$ cat config.mk
export PLATFORM = sky130hd
export DESIGN_NAME = lifestep_row_cell
export DESIGN_NICKNAME = d
export VERILOG_FILES = /design/src/hw/rtl/lifestep_pkg.sv /design/src/hw/rtl/lifestep_row_cell.sv
export SDC_FILE = /design/constraint.sdc
export NUM_CORES = 1
export LEC_CHECK = 0
export BUFFER_PORTS_ARGS = -buffer_cell sky130_fd_sc_hd__buf_2
export CAP_MARGIN = 20
export CORE_ASPECT_RATIO = 1.5
export CORE_MARGIN = 2
export CORE_UTILIZATION = 55
export DETAILED_ROUTE_END_ITERATION = 10
export GPL_TIMING_DRIVEN = 0
export HOLD_SLACK_MARGIN = 0.02
export PLACE_DENSITY_LB_ADDON = 0.05
export SYNTH_ARGS = -nofsm -noshare
export SYNTH_HDL_FRONTEND = slang
export SYNTH_SLANG_ARGS = --single-unit
$ cat constraint.sdc
create_clock -name clk -period 3.9 [get_ports clk]
set_input_delay 0.78 -clock clk [delete_from_list [all_inputs] [get_ports clk]]
set_output_delay 0.78 -clock clk [all_outputs]
set_load 0.02 [all_outputs]
$ cat src/hw/rtl/lifestep_pkg.sv
// Shared types and codes for the toroidal life automaton.
`timescale 1ns / 1ps
`default_nettype none

package lifestep_pkg;

	localparam int unsigned CMD_W = 2;
	localparam int unsigned COL_W = 6;
	localparam int unsigned ROW_W = 5;

	typedef enum logic [CMD_W-1:0] {
		CMD_WRITE   = 2'd0,
		CMD_READ    = 2'd1,
		CMD_ADVANCE = 2'd2,
		CMD_NONE    = 2'd3
	} cmd_t;

	// Per-cycle sweep control broadcast to every row cell.
	typedef struct packed {
		logic run;
		logic advance;
		logic last;
		logic wr_hit;
		logic rd_hit;
		logic wr_val;
	} ctl_t;

	// Three-cell window at the head of a rotating row: left, center, right.
	typedef struct packed {
		logic left;
		logic center;
		logic right;
	} win_t;

	localparam logic [3:0] BIRTH_COUNT   = 4'd3;
	localparam logic [3:0] SURVIVE_COUNT = 4'd2;

endpackage

`default_nettype wire

$ cat src/hw/rtl/lifestep_row_cell.sv
// One grid row: a rotating row register, its next-generation buffer and the B3/S23 rule.
`timescale 1ns / 1ps
`default_nettype none

module lifestep_row_cell
	import lifestep_pkg::*;
#(
	parameter int unsigned GRID_WIDTH = 64
) (
	input  wire logic clk,
	input  wire logic arst_n,
	input  wire ctl_t ctl,
	input  wire logic sel,
	input  wire win_t up_win,
	input  wire win_t down_win,
	output win_t      own_win,
	output logic      rd_bit
);

	logic [GRID_WIDTH-1:0] row_q;
	logic [GRID_WIDTH-1:0] nxt_q;
	logic [3:0]            count;
	logic                  new_bit;
	logic                  head_bit;

	assign own_win.left   = row_q[GRID_WIDTH-1];
	assign own_win.center = row_q[0];
	assign own_win.right  = row_q[1];

	assign count = {3'b000, up_win.left} + {3'b000, up_win.center} + {3'b000, up_win.right}
		+ {3'b000, row_q[GRID_WIDTH-1]} + {3'b000, row_q[1]}
		+ {3'b000, down_win.left} + {3'b000, down_win.center} + {3'b000, down_win.right};

	always_comb begin
		if (row_q[0]) begin
			new_bit = (count == SURVIVE_COUNT) || (count == BIRTH_COUNT);
		end else begin
			new_bit = (count == BIRTH_COUNT);
		end
	end

	assign head_bit = (ctl.wr_hit && sel) ? ctl.wr_val : row_q[0];
	assign rd_bit   = ctl.rd_hit && sel && row_q[0];

	always_ff @(posedge clk or negedge arst_n) begin
		if (!arst_n) begin
			row_q <= '0;
		end else if (ctl.run) begin
			if (ctl.advance && ctl.last) begin
				row_q <= {new_bit, nxt_q[GRID_WIDTH-1:1]};
			end else begin
				row_q <= {head_bit, row_q[GRID_WIDTH-1:1]};
			end
		end
	end

	always_ff @(posedge clk) begin
		if (ctl.run && ctl.advance) begin
			nxt_q <= {new_bit, nxt_q[GRID_WIDTH-1:1]};
		end
	end

endmodule

`default_nettype wire

==> metrics, run 1 <==
status finished, final reports clean; Slew headroom 43.3%; main combinational cell family by area after synthesis multiplexers; Synth Warn # 0; area share of the largest cell type after synthesis 37.1%; peak supply drop 392 uV; row count 43; Mapped Area 5100 um2; fin crit share 82.8%; critical hold path startpoint nxt_q[58]; critical path cell sequence buf_2 > inv_1 > fa_1 > fa_1 > fa_1 > inv_1 > ha_1 > fa_1 > o221ai_1 > a21oi_2 > a41o_1; Setup Viol. Count Final 0; Worst R2R Start row_q[1]; CP Class in -> reg; vias in the first global route 2991; Yosys top cell by area edfxtp_1; worst slew pin tran 0.851 ns; Reg2Reg Setup Slack 1.20 ns; post-CTS setup repair buffer count 0; Leakage 2.59 nW; fraction of registers with async set/reset 50.4%; Startpoint Class primary input; WL/cell 16.3 um; Max Root-Sink Buffers 2; vias per cell 5.44; Syn Nets 391; area share of fa/ha/maj cells after synthesis 2.31%; first-pass GRT wire length 14400 um; CTS clock-pin slew for the worst setup and hold paths 0.06 ns; CTS buffer count 17; CTS Hold Bufs 0; Most used DFF post-synth dfrtp_1; clk_skew 0.00777 ns; commonest cells in the netlist dfrtp_1, mux2i_1, a21oi_1, edfxtp_1, nor2_1; post-DP HPWL 5160 um; Antenna diodes 0; CP peak stage delay 0.55 ns; R2R cell count 9; starting density of the core 55.7%; hold-critical path depth 0; register area share after synthesis 68.5%; fin util 64.6%; most used cell, CP fa_1; CTS root buffer clkbuf_16; xor and xnor area share after synthesis 0%; Mapped Cells 369; Synth Area in Compound Gates 7.02%; f_max 310 MHz; largest net degree at the start of global routing 65; Final Cell Area 5910 um2; I/O pins 19; Routed Antenna Nets 0; Die ar. 10100 um2; Die H 122 um; drc violations 0; via count 2879; synth top area cells edfxtp_1, dfrtp_1, mux2i_1; crit path time final 3.23 ns; RePlAce Congestion 0.738; Crit path max-delay family adder cells; layout cells sized above 1 14.6%; DP Area 5330 um2; GR Overflow Total 0; Post-Synth Simple-Gate Area 5.28%; Max FO, Critical Path 2; Setup crit end kind flop; CP max stage cell fa_1; antenna violations before repair 0; max_cap viols 0; Core Region 9150 um2; Slew Viols, Final 0; WP buf/inv 3; layout net count 427; worst skew pair latency 0.41 ns; Layout Area Growth over Synthesis 15.9%; Post-Route WL 8650 um; PostCTS Resize Cnt 0; Crit path required time 4.19 ns; H-tree lvl count 4; final hold viol count 0; First-pass DRT Iterations 4; Tightest Hold Check Type reg -> reg; initial detailed-routing violation count 119; synth unique cells 22; mux cell area share after synthesis 12.6%; gr usage total 19.6%; CTS sink cnt 127; worst reg2reg path endpoint row_q[63]; Worst Hold End nxt_q[57]; arrival time worst endpoint 3.52 ns; I/O Buffers 17; Cell Pwr Density 597 nW/um2; Synth Register Bits 127; EDFF count, synth 63; Avg Inst Size Synth 13.8 um2; RSZ-0062 raised after global routing false; Setup TNS Final 0 ns; Die W 82.6 um; CTS tree yes
-- logic make-up after synthesis --
family | Yosys count
and+or+nand+nor | 68
DFF | 127
adders and majority gates | 7
muxes | 64
AOI/OAI and AO/OA | 68
buffers and inverters | 35
-- final cells by class --
type / count / area [um2]
Buffer: 23 / 173
Fill cell: 728 / 3240
Timing Repair Buffer: 17 / 87.6
Tap cell: 112 / 140
Multi-Input combinational cell: 207 / 1390
Clock buffer: 23 / 468
Inverter: 12 / 45.0
Sequential cell: 127 / 3490
Clock inverter: 8 / 114
-- cell usage in the layout, fill, tap and decap left out, types with 2 or more instances in the layout --
cell type / instances
nand2_1: 2
a21oi_1: 63
nor2_1: 63
clkbuf_8: 2
buf_4: 4
ha_1: 3
bufinv_16: 3
fa_1: 4
clkbuf_1: 10
dfrtp_1: 64
clkbuf_16: 17
inv_1: 12
mux2i_1: 64
edfxtp_1: 63
buf_2: 22
buf_1: 2
clkinv_2: 4
buf_8: 6
-- through the flow --
step                worst slack, ns  hold WS, ns  instances  power [W]
floorplan                     0.453        0.426        369    0.00189
global placement              0.285        0.430        498    0.00198
detailed placement            0.246        0.440        498    0.00200
CTS                           0.682        0.443        529    0.00357
global route                  0.572        0.451        529    0.00369
finish                        0.672        0.441        529    0.00353
-- sequential cells by signal, indices dropped and copies added, names as in the netlist --
| signal | flops |
|---|---|
| nxt_q | 63 |
| row_q | 64 |
-- worst register-to-register path, stage by stage (launching register included) --
cell	delay [ns]
dfrtp_1	0.40
inv_1	0.08
fa_1	0.47
fa_1	0.49
inv_1	0.04
ha_1	0.20
fa_1	0.41
o221ai_1	0.21
a21oi_2	0.06
a41o_1	0.24
-- routing by layer --
layer | up-vias | track usage (%) | part of all wire (%)
met4 | 0 | 9.53 | 1.8
met3 | 13 | 6.30 | 2.9
met5 | - | 0 | 0
li1 | 1375 | - | -
met2 | 44 | 29.5 | 48
met1 | 1447 | 25.7 | 47
-- worst max-delay path by stage --
stage / from / endpoint / slack, ns / depth (start not counted)
floorplan: up_win[0] / row_q[63] / 0.45 / 10
global placement: up_win[0] / row_q[63] / 0.29 / 11
detailed placement: up_win[0] / row_q[63] / 0.25 / 11
CTS: up_win[0] / row_q[63] / 0.68 / 11
global route: up_win[0] / row_q[63] / 0.57 / 11
finish: up_win[0] / row_q[63] / 0.67 / 11
-- report_power, final --
| group | leakage (nW) | total, W | internal (W) | switching [W] |
|---|---|---|---|---|
| Clock | 0.288 | 0.00156 | 0.00103 | 0.000529 |
| Combinational | 1.02 | 0.000347 | 0.000157 | 0.000191 |
| Sequential | 1.27 | 0.00162 | 0.00155 | 0.0000734 |
(Power assumes the default switching activity.)
==> run 2: changes to the inputs <==
- clock period: 3.9 -> 3.33 ns (I/O delays scaled with it)
==> run 2 against run 1 <==
  * Sequential share of layout area decreased by 0.37 points
  * Critical path type unchanged
  * Critical path depth unchanged
  * Largest power group is now clock
  * Setup slack worse by 0.46 ns
  * Highest routed layer unchanged
  * Register-to-register slack got worse by 0.58 ns
==> metrics, run 2 (same netlist as run 1, synthesis figures left out) <==
Core Region 9150 um2 (unchanged); CP Class in -> reg (unchanged); max_cap viols 0 (unchanged); Tightest Hold Check Type in -> async (was reg -> reg); Biggest register row_q (unchanged); Slew Viols, Final 0 (unchanged); I/O Buffers 17 (unchanged); vias per cell 5.43 (was 5.44); GR Overflow Total 0 (unchanged); post-CTS setup repair buffer count 0 (unchanged); Setup crit end kind flop (unchanged); H-tree lvl count 4 (unchanged); First-pass DRT Iterations 4 (unchanged); Final Cell Area 5940 um2 (was 5910 um2); biggest regs row_q (64), nxt_q (63) (unchanged); CTS buffer count 17 (unchanged); Cell Pwr Density 711 nW/um2 (was 597 nW/um2); layout cells sized above 1 15.6% (was 14.6%); Die ar. 10100 um2 (unchanged); antenna violations before repair 0 (unchanged); vias in the first global route 3031 (was 2991); first-pass GRT wire length 14400 um (unchanged); layout net count 427 (unchanged); WL/cell 16.4 um (was 16.3 um); drc violations 0 (unchanged); starting density of the core 55.7% (unchanged); largest net degree at the start of global routing 65 (unchanged); Max FO, Critical Path 2 (unchanged); Layout Area Growth over Synthesis 16.6% (was 15.9%); clk_skew 0.00631 ns (was 0.00777 ns); PostCTS Resize Cnt 0 (unchanged); Die W 82.6 um (unchanged); crit path time final 3.11 ns; Startpoint Class primary input (unchanged); CTS clock-pin slew for the worst setup and hold paths 0.05 ns (was 0.06 ns); Slew headroom 43.5% (was 43.3%); CTS root buffer clkbuf_16 (unchanged); Setup Viol. Count Final 0 (unchanged); Antenna diodes 0 (unchanged); RSZ-0062 raised after global routing false (unchanged); row count 43 (unchanged); initial detailed-routing violation count 154 (was 119); R2R cell count 9 (unchanged); arrival time worst endpoint 3.40 ns (was 3.52 ns); Crit path required time 3.62 ns (was 4.19 ns); peak supply drop 406 uV (was 392 uV); CTS sink cnt 127 (unchanged); RePlAce Congestion 0.731 (was 0.738); post-DP HPWL 5080 um (was 5160 um); status finished, final reports clean (unchanged); Largest register FFs 64 (unchanged); most frequent cells in the layout mux2i_1, dfrtp_1, nor2_1, a21oi_1, edfxtp_1 (unchanged); CTS tree yes (unchanged); Final Hold Slack 0.368 ns (was 0.441 ns); fin crit share 93.5%; I/O pins 19 (unchanged); Max Root-Sink Buffers 2 (unchanged); final hold viol count 0 (unchanged); Post-Route WL 8680 um (was 8650 um); Setup TNS Final 0 ns (unchanged); CTS Hold Bufs 0 (unchanged); Die H 122 um (unchanged); Routed Antenna Nets 0 (unchanged); via count 2877 (was 2879); worst slew pin tran 0.847 ns (was 0.851 ns); worst skew pair latency 0.41 ns (about the same); DP Area 5330 um2 (about the same); f_max 321 MHz; Leakage 2.59 nW (about the same); gr usage total 19.6% (about the same)
## run 2: worst paths after layout
check,from,end,slack (ns)
min in group clk,nxt_q[48],nxt_q[47],0.45
min,arst_n,row_q[28],0.37
max in group asynchronous,arst_n,row_q[56],2.41
max,up_win[0],row_q[63],0.22
min reg2reg,nxt_q[48],nxt_q[47],0.45
max reg2reg,row_q[1],row_q[63],0.62
## run 2: layer usage
| layer | GRT usage (%) | part of all wire (%) | vias to the layer above |
|---|---|---|---|
| met4 | 7.89 | 1.3 | 0 |
| met5 | 0 | 0 | - |
| met2 | 31.3 | 51 | 54 |
| li1 | - | - | 1371 |
| met3 | 6.52 | 3.9 | 13 |
| met1 | 24.3 | 44 | 1439 |
## run 2: worst max-delay path, stage by stage
cell and delay, ns:
buf_2 0.07, inv_1 0.04, fa_1 0.55, fa_1 0.44
fa_1 0.50, inv_1 0.04, ha_1 0.20, fa_1 0.42
o221ai_2 0.17, a21oi_2 0.06, a41o_1 0.24
## run 2: power breakdown
group / total (W) / internal, W / switching (W)
combinational: 0.000423 / 0.000191 / 0.000232
clock: 0.00191 / 0.00126 / 0.000642
sequential: 0.00190 / 0.00181 / 0.0000863
## run 2: cell type report
cell class	count	area, um2
Multi-Input combinational cell	207	1390
Inverter	12	45.0
Timing Repair Buffer	17	87.6
Tap cell	112	140
Sequential cell	127	3490
Fill cell	695	3200
Clock inverter	12	166
Clock buffer	20	447
Buffer	23	173
## run 2: through the flow
step / setup slack, ns / util [%] / cells / power (W)
after floorplan: 0.0197 / - / 369 / 0.00223
after global placement: -0.148 / 58.2 / 498 / 0.00233
after detailed placement: -0.201 / 58.3 / 498 / 0.00235
after CTS: 0.230 / 65.0 / 530 / 0.00427
after global routing: 0.146 / 65.0 / 530 / 0.00441
final: 0.216 / 65.0 / 530 / 0.00423
